**src/hdl/assert_macros.svh**
```systemverilog
// Assertion macros used by the top level of the joint angle fusion block.
`ifndef ASSERT_MACROS_SVH
`define ASSERT_MACROS_SVH

// Checked on every rising edge of aclk while reset is released.
`define DPJAF_ASSERT(lbl, prop, msg) \
    lbl: assert property (@(posedge aclk) disable iff (!aresetn) (prop)) else $error(msg);

// Checked on every rising edge of aclk, reset cycles included.
`define DPJAF_ASSERT_ALWAYS(lbl, prop, msg) \
    lbl: assert property (@(posedge aclk) (prop)) else $error(msg);

`endif

```
**src/hdl/dpjaf_pkg.sv**
```systemverilog
// Types and constants shared by the joint angle fusion modules.
package dpjaf_pkg;

    // Configuration register indexes.
    typedef enum logic [1:0] {
        CFG_ZERO_A     = 2'd0,
        CFG_ZERO_B     = 2'd1,
        CFG_JOINT_KIND = 2'd2
    } cfg_idx_t;

    // Joint scaling selection.
    typedef enum logic {
        JOINT_SHOULDER = 1'b0,
        JOINT_ELBOW    = 1'b1
    } joint_t;

    // Which potentiometer an angle unit serves; B runs with the opposite sign.
    typedef enum logic {
        SENSOR_A = 1'b0,
        SENSOR_B = 1'b1
    } sensor_t;

    // Sensor angle in degrees after the single wrap, range -151..360.
    typedef logic signed [9:0] angle_t;

    // Per-sensor result handed from an angle unit to the fusion logic.
    typedef struct packed {
        logic   dead;
        angle_t angle;
    } sensor_status_t;

    // Degrees per top-byte count is 131/100.
    localparam int SCALE_NUM    = 131;
    localparam int SCALE_DEN    = 100;
    // floor(n/100) = (n * 5243) >> 19, exact for n below 43699.
    localparam int DIV100_RECIP = 5243;
    localparam int DIV100_SHIFT = 19;
    // Combined constants: floor(131*v/100) and ceil(131*v/100).
    localparam int QUO_RECIP    = SCALE_NUM * DIV100_RECIP;
    localparam int QUO_CEIL_ADD = (SCALE_DEN - 1) * DIV100_RECIP;

    // Dead zone limits on the top byte of a sample.
    localparam logic [7:0] DEAD_LOW  = 8'd10;
    localparam logic [7:0] DEAD_HIGH = 8'd245;

    // Wrap handling.
    localparam logic signed [10:0] FULL_TURN = 11'sd360;
    localparam angle_t WRAP_LOW  = 10'sd4;
    localparam angle_t WRAP_HIGH = 10'sd356;
    localparam logic signed [10:0] MAX_DIFF = 11'sd8;

    // Output codes and joint limits.
    localparam logic [11:0] DISAGREE_CODE = 12'hFFF;
    localparam logic [11:0] SHOULDER_MAX  = 12'd164;
    localparam logic [11:0] ELBOW_MAX     = 12'd240;

    // floor(16*p/35) = (p * 16 * 7490) >> 18 for p up to 360.
    localparam int SHOULDER_RECIP = 16 * 7490;
    localparam int SHOULDER_SHIFT = 18;
    // floor(2*p/3) = (p * 2 * 21846) >> 16 for p up to 360.
    localparam int ELBOW_RECIP    = 2 * 21846;
    localparam int ELBOW_SHIFT    = 16;

endpackage

```
**src/hdl/dual_pot_joint_angle_fusion.sv**
```systemverilog
// Top level of the dual potentiometer joint angle fusion block.
//
//  Channel   Direction  Transaction carries
//  s_axis    in         sample_a, sample_b (one sample pair)
//  m_axis    out        angle_code (joint angle, 4095 when the sensors disagree)
//  cfg       in         cfg_index, cfg_data (one register write)
//
// One sample pair is accepted per cycle while s_axis_tready is high. The input,
// fusion and scaling registers sit in series, so a result is offered on m_axis
// once its pair has passed through each of them in turn.
// Each stage advances when the stage after it is empty or moving, so a stalled
// m_axis holds the pipeline and s_axis keeps accepting while bubbles remain.
// aresetn is synchronous and active low; it empties the pipeline and clears
// the registers to zero offsets and shoulder scaling. cfg_ready is always high.
`include "assert_macros.svh"

module dual_pot_joint_angle_fusion #(
    parameter int SAMPLE_BITS = 10
) (
    input  logic                                  aclk,
    input  logic                                  aresetn,
    // s_axis_tdata: sample_a [SAMPLE_BITS-1:0], sample_b next, zero fill above
    input  logic [((2*SAMPLE_BITS+7)/8)*8-1:0]   s_axis_tdata,
    input  logic                                  s_axis_tvalid,
    output logic                                  s_axis_tready,
    // m_axis_tdata: angle_code [11:0], zero fill [15:12]
    output logic [15:0]                           m_axis_tdata,
    output logic                                  m_axis_tvalid,
    input  logic                                  m_axis_tready,
    input  logic                                  cfg_valid,
    output logic                                  cfg_ready,
    input  logic [1:0]                            cfg_index,
    input  logic [8:0]                            cfg_data
);

    // Configuration registers.
    logic [8:0]          zero_a_reg;
    logic [8:0]          zero_b_reg;
    dpjaf_pkg::joint_t   kind_reg;

    // Pipeline registers.
    logic                in_vld_reg;
    logic [7:0]          va_reg;
    logic [7:0]          vb_reg;
    logic                mid_vld_reg;
    dpjaf_pkg::angle_t   mid_pot_reg;
    dpjaf_pkg::angle_t   mid_pot_next;
    logic                mid_bad_reg;
    logic                mid_bad_next;
    logic                out_vld_reg;
    logic [11:0]         out_angle_reg;
    logic [11:0]         out_angle_next;

    logic                in_adv;
    logic                mid_adv;
    logic                out_adv;

    dpjaf_pkg::sensor_status_t st_a;
    dpjaf_pkg::sensor_status_t st_b;
    logic signed [10:0]  diff;
    logic signed [10:0]  sum;
    logic [8:0]          pot_mag;
    logic [25:0]         sh_prod;
    logic [24:0]         el_prod;
    logic [11:0]         sh_joint;
    logic [11:0]         el_joint;

    // Stage advance chain.
    assign out_adv       = !out_vld_reg || m_axis_tready;
    assign mid_adv       = !mid_vld_reg || out_adv;
    assign in_adv        = !in_vld_reg || mid_adv;
    assign s_axis_tready = in_adv;
    assign cfg_ready     = 1'b1;

    // Register writes; an index beyond the list is ignored.
    always_ff @(posedge aclk) begin
        if (!aresetn) begin
            zero_a_reg <= '0;
            zero_b_reg <= '0;
            kind_reg   <= dpjaf_pkg::JOINT_SHOULDER;
        end else if (cfg_valid) begin
            unique case (dpjaf_pkg::cfg_idx_t'(cfg_index))
                dpjaf_pkg::CFG_ZERO_A:     zero_a_reg <= cfg_data;
                dpjaf_pkg::CFG_ZERO_B:     zero_b_reg <= cfg_data;
                dpjaf_pkg::CFG_JOINT_KIND: kind_reg   <= dpjaf_pkg::joint_t'(cfg_data[0]);
                default: begin
                end
            endcase
        end
    end

    // Input stage keeps the top byte of each sample.
    always_ff @(posedge aclk) begin
        if (!aresetn) begin
            in_vld_reg <= 1'b0;
        end else if (in_adv) begin
            in_vld_reg <= s_axis_tvalid;
        end
    end

    always_ff @(posedge aclk) begin
        if (in_adv && s_axis_tvalid) begin
            va_reg <= s_axis_tdata[SAMPLE_BITS-1 -: 8];
            vb_reg <= s_axis_tdata[2*SAMPLE_BITS-1 -: 8];
        end
    end

    // Sensor angles.
    dpjaf_angle u_angle_a (
        .side        (dpjaf_pkg::SENSOR_A),
        .value       (va_reg),
        .zero_offset (zero_a_reg),
        .status      (st_a)
    );

    dpjaf_angle u_angle_b (
        .side        (dpjaf_pkg::SENSOR_B),
        .value       (vb_reg),
        .zero_offset (zero_b_reg),
        .status      (st_b)
    );

    // Fusion of the two angles into one pot angle.
    assign diff = 11'(st_a.angle) - 11'(st_b.angle);
    assign sum  = 11'(st_a.angle) + 11'(st_b.angle);

    always_comb begin
        mid_pot_next = st_b.angle;
        mid_bad_next = 1'b0;
        priority if (st_a.dead) begin
            mid_pot_next = st_b.angle;
        end else if (st_b.dead) begin
            mid_pot_next = st_a.angle;
        end else if (st_a.angle < dpjaf_pkg::WRAP_LOW && st_b.angle > dpjaf_pkg::WRAP_HIGH) begin
            mid_pot_next = st_a.angle;
        end else if (st_b.angle < dpjaf_pkg::WRAP_LOW && st_a.angle > dpjaf_pkg::WRAP_HIGH) begin
            mid_pot_next = st_b.angle;
        end else if (diff > dpjaf_pkg::MAX_DIFF || diff < -dpjaf_pkg::MAX_DIFF) begin
            mid_bad_next = 1'b1;
        end else begin
            // A negative sum rounds the other way here, but it ends at zero anyway.
            mid_pot_next = sum[10:1];
        end
    end

    always_ff @(posedge aclk) begin
        if (!aresetn) begin
            mid_vld_reg <= 1'b0;
        end else if (mid_adv) begin
            mid_vld_reg <= in_vld_reg;
        end
    end

    always_ff @(posedge aclk) begin
        if (mid_adv && in_vld_reg) begin
            mid_pot_reg <= mid_pot_next;
            mid_bad_reg <= mid_bad_next;
        end
    end

    // Joint scaling with reciprocal multiplies.
    assign pot_mag  = mid_pot_reg[8:0];
    assign sh_prod  = 26'(pot_mag) * 26'(dpjaf_pkg::SHOULDER_RECIP);
    assign el_prod  = 25'(pot_mag) * 25'(dpjaf_pkg::ELBOW_RECIP);
    assign sh_joint = 12'(sh_prod[25:dpjaf_pkg::SHOULDER_SHIFT]);
    assign el_joint = 12'(el_prod[24:dpjaf_pkg::ELBOW_SHIFT]);

    always_comb begin
        out_angle_next = '0;
        priority if (mid_bad_reg) begin
            out_angle_next = dpjaf_pkg::DISAGREE_CODE;
        end else if (mid_pot_reg <= 10'sd0) begin
            out_angle_next = '0;
        end else begin
            unique case (kind_reg)
                dpjaf_pkg::JOINT_SHOULDER: begin
                    out_angle_next = (sh_joint > dpjaf_pkg::SHOULDER_MAX) ?
                                     dpjaf_pkg::SHOULDER_MAX : sh_joint;
                end
                dpjaf_pkg::JOINT_ELBOW: begin
                    out_angle_next = (el_joint > dpjaf_pkg::ELBOW_MAX) ?
                                     dpjaf_pkg::ELBOW_MAX : el_joint;
                end
                default: begin
                    out_angle_next = '0;
                end
            endcase
        end
    end

    // Output register.
    always_ff @(posedge aclk) begin
        if (!aresetn) begin
            out_vld_reg <= 1'b0;
        end else if (out_adv) begin
            out_vld_reg <= mid_vld_reg;
        end
    end

    always_ff @(posedge aclk) begin
        if (out_adv && mid_vld_reg) begin
            out_angle_reg <= out_angle_next;
        end
    end

    assign m_axis_tvalid = out_vld_reg;
    assign m_axis_tdata  = {4'b0000, out_angle_reg};

    // Checks on the pipeline and the result range.
    `DPJAF_ASSERT_ALWAYS(a_reset_empties,
        (!aresetn) |=> (!in_vld_reg && !mid_vld_reg && !out_vld_reg),
        "pipeline not empty after reset")
    `DPJAF_ASSERT(a_code_range,
        out_vld_reg |-> (out_angle_reg <= dpjaf_pkg::ELBOW_MAX ||
                         out_angle_reg == dpjaf_pkg::DISAGREE_CODE),
        "angle code out of range")
    `DPJAF_ASSERT(a_mid_held,
        (mid_vld_reg && !out_adv) |=>
            (mid_vld_reg && $stable(mid_pot_reg) && $stable(mid_bad_reg)),
        "fusion stage lost an item under stall")
    `DPJAF_ASSERT(a_in_held,
        (in_vld_reg && !mid_adv) |=> (in_vld_reg && $stable(va_reg) && $stable(vb_reg)),
        "input stage lost an item under stall")

endmodule

```
**src/hdl/dpjaf_angle.sv**
```systemverilog
// One potentiometer's angle: 131/100 scaling, calibration offset, wrap and dead zone.
module dpjaf_angle (
    input  dpjaf_pkg::sensor_t        side,
    input  logic [7:0]                value,
    input  logic [8:0]                zero_offset,
    output dpjaf_pkg::sensor_status_t status
);

    logic [15:0]        scaled;
    logic [15:0]        zero_x100;
    logic [27:0]        quo_lo_prod;
    logic [27:0]        quo_hi_prod;
    logic [8:0]         quo_floor;
    logic [8:0]         quo_ceil;
    logic signed [10:0] zero_s;
    logic signed [10:0] floor_s;
    logic signed [10:0] ceil_s;
    logic signed [10:0] raw;
    logic signed [10:0] wrapped;

    // Both sides of the sign test, in hundredths of a degree.
    assign scaled    = 16'(value) * 16'(dpjaf_pkg::SCALE_NUM);
    assign zero_x100 = 16'(zero_offset) * 16'(dpjaf_pkg::SCALE_DEN);

    // Floor and ceiling of 131*v/100 through a reciprocal multiply.
    assign quo_lo_prod = 28'(value) * 28'(dpjaf_pkg::QUO_RECIP);
    assign quo_hi_prod = quo_lo_prod + 28'(dpjaf_pkg::QUO_CEIL_ADD);
    assign quo_floor   = quo_lo_prod[dpjaf_pkg::DIV100_SHIFT +: 9];
    assign quo_ceil    = quo_hi_prod[dpjaf_pkg::DIV100_SHIFT +: 9];

    assign zero_s  = $signed({2'b00, zero_offset});
    assign floor_s = $signed({2'b00, quo_floor});
    assign ceil_s  = $signed({2'b00, quo_ceil});

    // Truncation toward zero picks the floor or the ceiling by the sign of the difference.
    always_comb begin
        unique case (side)
            dpjaf_pkg::SENSOR_A: begin
                raw = (scaled <= zero_x100) ? (zero_s - ceil_s) : (zero_s - floor_s);
            end
            dpjaf_pkg::SENSOR_B: begin
                raw = (scaled >= zero_x100) ? (floor_s - zero_s) : (ceil_s - zero_s);
            end
            default: begin
                raw = '0;
            end
        endcase
    end

    // Bring the angle back into range, once only.
    always_comb begin
        priority if (raw < 11'sd0) begin
            wrapped = raw + dpjaf_pkg::FULL_TURN;
        end else if (raw > dpjaf_pkg::FULL_TURN) begin
            wrapped = raw - dpjaf_pkg::FULL_TURN;
        end else begin
            wrapped = raw;
        end
    end

    assign status.angle = wrapped[9:0];
    assign status.dead  = (value < dpjaf_pkg::DEAD_LOW) || (value > dpjaf_pkg::DEAD_HIGH);

endmodule
```
**config.mk**
```make
export PLATFORM = sky130hd
export DESIGN_NAME = dual_pot_joint_angle_fusion
export DESIGN_NICKNAME = d
export VERILOG_FILES = /design/src/hdl/dpjaf_pkg.sv /design/src/hdl/dual_pot_joint_angle_fusion.sv /design/src/hdl/dpjaf_angle.sv
export VERILOG_INCLUDE_DIRS = /design/src /design/src/hdl
export SDC_FILE = /design/constraint.sdc
export NUM_CORES = 1
export LEC_CHECK = 0
export BUFFER_PORTS_ARGS = -buffer_cell sky130_fd_sc_hd__buf_2
export CORE_MARGIN = 2
export CORE_UTILIZATION = 55
export CTS_CLUSTER_SIZE = 24
export DETAILED_ROUTE_END_ITERATION = 6
export GPL_TIMING_DRIVEN = 0
export PLACE_DENSITY = 0.81
export SYNTH_ARGS = -nofsm -noshare
export SYNTH_HDL_FRONTEND = slang
export SYNTH_SLANG_ARGS = --single-unit
```
**constraint.sdc**
```tcl
create_clock -name aclk -period 15.6 [get_ports aclk]
set_input_delay 0 -clock aclk [delete_from_list [all_inputs] [get_ports aclk]]
set_output_delay 0 -clock aclk [all_outputs]
set_load 0.01 [all_outputs]
```
Yosys cells after proc, flatten, opt, wreduce, memory -nomap -nowiden
Index checks and enable logic that the tools add are counted.
Operators by class
  order comparisons: 19
  bitwise gates (word level): 1
  eq/ne operators: 2
  reductions and logical operators: 19
  $add $sub $neg: 12
  multiply operators: 8
  muxes and demuxes: 16
Operators with widths (count)
  10-bit two-way mux: 9
  28-bit by 19-bit adder with 28-bit output (second input constant): 2
  8-bit by 20-bit multiplier with 28-bit output (second input constant): 2
  9-bit by 9-bit subtractor with 10-bit output: 4
  8-bit by 8-bit multiplier with 16-bit output (second input constant): 2
  9-bit by 5-bit multiplier with 14-bit output (second input constant): 2
  8-bit > comparator (second input constant): 3
  12-bit case mux with 2 select lines: 1
  9-bit by 14-bit multiplier with 23-bit output (second input constant): 1
  11-bit by 10-bit > comparator with 1-bit output (second input constant): 2
  11-bit by 1-bit less-than comparator with 1-bit output (second input constant): 2
  11-bit two-way mux: 2
  9-bit by 12-bit multiplier with 21-bit output (second input constant): 1
  10-bit adder (second input constant): 2
  10-bit > comparator (second input constant): 2
  10-bit by 4-bit less-than comparator with 1-bit output (second input constant): 2
  10-bit subtractor (second input constant): 2
  16-bit greater-or-equal comparator: 1
  16-bit less-or-equal comparator: 1
  8-bit by 4-bit less-than comparator with 1-bit output (second input constant): 2
  12-bit two-way mux: 1
  10-bit by 10-bit adder with 11-bit output: 1
  11-bit by 5-bit > comparator with 1-bit output (second input constant): 1
  11-bit by 4-bit less-than comparator with 1-bit output (second input constant): 1
  other kinds (15): 28
Storage, ports and cells
  output and inout port bits: 19
  flip-flop bits (word level): 61
  word-level logic and storage cells: 88
  input bits: 40

Longest topological paths before layout
  depth in word-level cells: 15
  depth in mapped cells: 56
  depth with buffers taken out: 55

Hierarchy
From an unflattened synthesis, not the netlist that was laid out.
Unflattened totals
  cells, all modules: 2221
  area, all modules: 19072.0 µm²
Modules (own cells, without submodules)
  dual_pot_joint_angle_fusion: cells an instance 703, area an instance 6835.3 µm², sequential area each 1551.5 µm², instances 1
  dpjaf_angle at u_angle_a: cells an instance 770, area an instance 6198.4 µm², sequential area each 0.0 µm², instances 1
  dpjaf_angle at u_angle_b: cells an instance 748, area an instance 6038.3 µm², sequential area each 0.0 µm², instances 1

Worst setup path after synthesis
No wires, ideal clock.
  kind: register -> register
  start point: reg va_reg[6]
  end point: reg mid_pot_reg[5] (data pin)
  library setup time: 0.258 ns
  required time: 15.342 ns
  setup slack: 5.056 ns
  cell stages (with the launch flop): 45
  arrival time: 10.286 ns
  buffers on the path: 1
  clock period less this slack: 10.544 ns
  path through: edfxtp_1 > fa_1 > inv_1 > fa_1 > fa_1 > fa_1 > inv_1 > ha_1 > o21a_1 > o21ai_0 > o31ai_1 > nand4_1 > o21ai_0 > a21oi_1 > nand3b_1 > o21bai_1 > nor2b_1 > xnor2_1 > [9 not listed] > nand3_1 > o21a_1 > nor3_1 > nor2_1 > xnor2_1 > ha_1 > o311ai_0 > a21oi_1 > nor2_1 > nand2_1 > a211o_1 > nand3_1 > o211ai_2 > nand4bb_4 > a21oi_1 > or2_1 > buf_6 > o221a_1
On the way
  word-level cells in the longest chain between the ends: 15
  elaborated cells on any way between the ends: 30
  classes of those cells: add/sub (7); mul (2); order compare (9); mux (8); reduce/logical (4)
Ends and longest elaborated chain
  start: declaration: line dual_pot_joint_angle_fusion.sv:43  | logic [7:0] va_reg;
  start signal: assignment: line dual_pot_joint_angle_fusion.sv:103  | va_reg <= s_axis_tdata[SAMPLE_BITS-1 -: 8];
  8-bit by 20-bit multiplier with 28-bit output: line dpjaf_angle.sv:26  | assign quo_lo_prod = 28'(value) * 28'(dpjaf_pkg::QUO_RECIP);
  28-bit by 19-bit adder with 28-bit output: line dpjaf_angle.sv:27  | assign quo_hi_prod = quo_lo_prod + 28'(dpjaf_pkg::QUO_CEIL_ADD);
  9-bit by 9-bit subtractor with 10-bit output: line dpjaf_angle.sv:39  | raw = (scaled <= zero_x100) ? (zero_s - ceil_s) : (zero_s - floor_s);
  11-bit two-way mux: line dpjaf_angle.sv:39
  10-bit subtractor / 11-bit by 10-bit > comparator with 1-bit output (equally long branches): line dpjaf_angle.sv:55, dpjaf_angle.sv:54
  10-bit two-way mux: line dpjaf_angle.sv:54  | end else if (raw > dpjaf_pkg::FULL_TURN) begin
  10-bit two-way mux: line dpjaf_angle.sv:52  | priority if (raw < 11'sd0) begin
  10-bit by 10-bit subtractor with 11-bit output: line dual_pot_joint_angle_fusion.sv:124  | assign diff = 11'(st_a.angle) - 11'(st_b.angle);
  11-bit by 5-bit > comparator with 1-bit output / 11-bit by 4-bit less-than comparator with 1-bit output (equally long branches): line dual_pot_joint_angle_fusion.sv:138  | end else if (diff > dpjaf_pkg::MAX_DIFF || diff < -dpjaf_pkg::MAX_DIFF) begin
  1-bit logical OR: line dual_pot_joint_angle_fusion.sv:138
  10-bit two-way mux: line dual_pot_joint_angle_fusion.sv:138
  10-bit two-way mux: line dual_pot_joint_angle_fusion.sv:136  | end else if (st_b.angle < dpjaf_pkg::WRAP_LOW && st_a.angle > dpjaf_pkg::WRAP_HIGH) begin
  10-bit two-way mux: line dual_pot_joint_angle_fusion.sv:134  | end else if (st_a.angle < dpjaf_pkg::WRAP_LOW && st_b.angle > dpjaf_pkg::WRAP_HIGH) begin
  10-bit two-way mux: line dual_pot_joint_angle_fusion.sv:132  | end else if (st_b.dead) begin
  10-bit two-way mux *: line dual_pot_joint_angle_fusion.sv:130  | priority if (st_a.dead) begin
  net mid_pot_next[5]: line dual_pot_joint_angle_fusion.sv:47  | dpjaf_pkg::angle_t mid_pot_next;
  end signal: assignment: line dual_pot_joint_angle_fusion.sv:156  | mid_pot_reg <= mid_pot_next;
  end: declaration: line dual_pot_joint_angle_fusion.sv:46  | dpjaf_pkg::angle_t mid_pot_reg;
Mark *: on every way through the listed nets, which the timed path passes. The rest lies on a longest branch.
A chain may end at the register's enable or synchronous reset.

Final worst setup path
  start point: reg va_reg[6]
  end point: reg mid_pot_reg[1] (data pin)
The elaborated chain is that of the path after synthesis.

==> flow_metrics.env <==
export IMPL_timing_hold_violations_final=0
export IMPL_tritoncts_clock_tree="done"
export IMPL_timing_worst_slew_pin_value_ns=1.13
export IMPL_congestion_overflow_gr=0
export IMPL_synthMuxAreaShare_pct=0.984
export IMPL_detail_route_wirelength_mm=41.0
export IMPL_first_iter_violations=799
export IMPL_finalWorstSetupSlack_ns=2.61
export IMPL_cts_buffers=9
export IMPL_post_synthesis_simple_gate_area_fraction_pct=11.9
export IMPL_compound_gate_fraction_of_synth_area_pct=16.8
export IMPL_post_route_cells_drive_above_1_share_pct=5.23
export IMPL_initial_core_util_pct=56.2
export IMPL_grt_pass1_wl_mm=69.7
export IMPL_criticalPathCategory="reg -> reg"
export IMPL_floorplan_core_area_mm2=0.0307
export IMPL_first_global_vias=15000
export IMPL_synthAdderAreaFrac_pct=44.9
export IMPL_cp_max_fo=11
export IMPL_dieArea_mm2=0.0329
export IMPL_worst_endpoint_data_arrival_time_ns=13.06
export IMPL_cp_num_buf_inv=4
export IMPL_setup_tns_ns=0
export IMPL_clock_sink_count=59
export IMPL_combinational_family_with_the_most_area_after_synthesis="adder cells"
export IMPL_fillerInstances=2579
export IMPL_setup_repair_after_global_routing_missed_its_margin="false"
export IMPL_run_status="completed"
export IMPL_critical_path_slowest_cell="sky130_fd_sc_hd__fa_1"
export IMPL_initial_antenna_violation_count=0
export IMPL_avgSynthCellArea_um2=8.59
export IMPL_placement_setup_worst_slack_ns=3.07
export IMPL_synth_main_ff_cell="sky130_fd_sc_hd__edfxtp_1"
export IMPL_min_period_ns=12.99
export IMPL_synthXorXnorAreaFrac_pct=6.72
export IMPL_finalSetupViolCount=0
export IMPL_path_delay_family="adder cells"
export IMPL_place_gp_congestion=0.904
export IMPL_slew_viol_final=0
export IMPL_yosysMostFrequentCell="sky130_fd_sc_hd__ha_1"
export IMPL_io_pins=59
export IMPL_clock_tree_root_cell="sky130_fd_sc_hd__clkbuf_16"
export IMPL_wl_per_cell_um=16.4
export IMPL_ys_seq_elements=59
export IMPL_synth_top_cell_by_area="sky130_fd_sc_hd__ha_1"
export IMPL_die_w_um=181
export IMPL_drtAntennaViolNets=0
export IMPL_synth_lib_cells_used_distinct=88
export IMPL_global_route_usage_total_pct=25.8
export IMPL_synth_commonest_cells="403 x sky130_fd_sc_hd__ha_1, 400 x sky130_fd_sc_hd__inv_1, 135 x sky130_fd_sc_hd__fa_1"
export IMPL_fin_crit_sh_pct=83.3
export IMPL_synth_async_sr_flop_share_pct=0
export IMPL_worst_skew_ns=0.0104
export IMPL_timing_critical_path_slowest_cell_delay_ns=0.76
export IMPL_syn_area_mm2=0.0173
export IMPL_count_of_nets_after_finishing=2675
export IMPL_synth_top_cells_by_area="sky130_fd_sc_hd__ha_1 29%, sky130_fd_sc_hd__fa_1 16%, sky130_fd_sc_hd__inv_1 8.7%"
export IMPL_floorplan_rows=64
export IMPL_clock_tree_buffer_depth=2
export IMPL_drt_pass1_iterations=5
export IMPL_max_clock_freq_ghz=0.0770
export IMPL_die_h_um=181
export IMPL_post_drt_via_cell_ratio=5.76
export IMPL_detailedPlacementHpwl_mm=34.1
export IMPL_critPathLaunchType="flop"
export IMPL_slew_headroom_pct=24.2
export IMPL_seq_area_frac_synth_pct=8.97
export IMPL_yosys_warnings=0
export IMPL_syn_to_final_growth_pct=7.42
export IMPL_clkTransAtPathRegs_ns=0.06
export IMPL_synth_cells=2012
export IMPL_data_required_time_at_the_worst_endpoint_ns=15.68
export IMPL_cts_repair_resized=0
export IMPL_placement_io_buffers=45
export IMPL_num_antenna_cells=0
export IMPL_clk_insertion_delay_late_ns=0.36
export IMPL_max_cap_violations=0
export IMPL_route_detailed_drc=0
export IMPL_synthDominantCellAreaShare_pct=29.2
export IMPL_number_of_flops_mapped_to_enable_cells_by_yosys=37
export IMPL_cts_htree_levels=3
export IMPL_num_vias=14400
export IMPL_worstSetupEndpointType="flop"
export IMPL_maximum_number_of_pins_on_one_net_before_global_route_repair=17
export IMPL_holdCritPathClass="in -> reg"
repair_timing:
action,CTS,global route
endpoints found under the setup margin,0,0
hold endpoints to repair,28,0
setup buffers,0,0
hold buffers,25,0
area by class of cell:
| type | count | area, µm² | share of cell area, % |
|---|---|---|---|
| inverters | 402 | 1510 | 8.14 |
| well taps | 396 | 495 | 2.67 |
| multi-input cells | 1521 | 14100 | 75.8 |
| flip-flops and latches | 59 | 1550 | 8.35 |
| repair buffers | 71 | 490 | 2.64 |
| clock inverters | 5 | 27.5 | 0.148 |
| plain buffers | 33 | 173 | 0.930 |
| clock buffers | 11 | 253 | 1.36 |
kinds of logic after synthesis:
| kind of cell | after synthesis |
|---|---|
| and+or+nand+nor | 399 |
| AOI/OAI and AO/OA | 430 |
| buffers and inverters | 435 |
| DFF | 59 |
| adders and majority gates | 539 |
| muxes | 17 |
| xor gates and xnor gates | 131 |
| other | 2 |
placed cells by master (no fill, tap or decap), types with 12 or more instances in the layout:
cell type	Yosys	routed
sky130_fd_sc_hd__nand3_1	38	38
sky130_fd_sc_hd__ha_1	403	403
sky130_fd_sc_hd__buf_2	3	48
sky130_fd_sc_hd__mux2i_1	17	17
sky130_fd_sc_hd__xnor2_1	80	80
sky130_fd_sc_hd__dlygate4sd3_1	0	25
sky130_fd_sc_hd__o21bai_1	25	25
sky130_fd_sc_hd__dfxtp_1	22	22
sky130_fd_sc_hd__or3_1	12	12
sky130_fd_sc_hd__nor2b_1	41	41
sky130_fd_sc_hd__edfxtp_1	37	37
sky130_fd_sc_hd__clkbuf_1	20	20
sky130_fd_sc_hd__a21o_1	50	50
sky130_fd_sc_hd__inv_1	400	400
sky130_fd_sc_hd__nand2b_1	17	17
sky130_fd_sc_hd__a31oi_1	21	20
sky130_fd_sc_hd__nand2_1	72	72
sky130_fd_sc_hd__a21oi_1	124	124
sky130_fd_sc_hd__nor2_1	106	106
sky130_fd_sc_hd__xor2_1	49	49
sky130_fd_sc_hd__o21a_1	16	16
sky130_fd_sc_hd__nor3_1	29	29
sky130_fd_sc_hd__or2_2	12	12
sky130_fd_sc_hd__fa_1	135	135
sky130_fd_sc_hd__o21ai_0	63	63
layer usage:
layer / global-route usage, % / wire length [µm]
met1: 30.0 / 17300
met3: 3.02 / 1390
met5: 0 / 0
met2: 47.5 / 20700
met4: 11.2 / 1620
worst register-to-register path: cells and delay by family (launching register included):
kind | cells | cell delay (ns)
xor gates and xnor gates | 3 | 1.03
buffers and inverters | 4 | 0.40
AOI/OAI and AO/OA | 15 | 3.02
and+or+nand+nor | 14 | 3.55
DFF | 1 | 0.67
adders and majority gates | 9 | 4.03
worst paths after layout:
path	from	to	slack, ns	cells past startpoint
max reg2reg	va_reg[6]$_DFFE_PP_	mid_pot_reg[1]$_DFFE_PP_	2.61	45
max	va_reg[6]$_DFFE_PP_	mid_pot_reg[1]$_DFFE_PP_	2.61	45
min reg2reg	in_vld_reg$_SDFFE_PN0N_	mid_vld_reg$_SDFFE_PN0P_	0.55	2
min	cfg_data[4]	zero_b_reg[4]$_SDFFE_PN0P_	0.01	3
through the flow:
| step | std cells | util [%] | instance area, µm² | hold WS (ns) |
|---|---|---|---|---|
| finish | 2498 | 60.4 | 18600 | 0.0116 |
| CTS | 2498 | 60.4 | 18600 | 0.00690 |
| global placement | 2456 | 58.6 | 18000 | 0.176 |
| detailed placement | 2457 | 58.7 | 18000 | 0.178 |
| global route | 2498 | 60.4 | 18600 | 0.0329 |
| floorplan | 2015 | - | 17300 | 0.0989 |
Power is left out: the tool's default activity adds up to more than one toggle a clock period on the data nets, which glitch-free logic cannot reach.
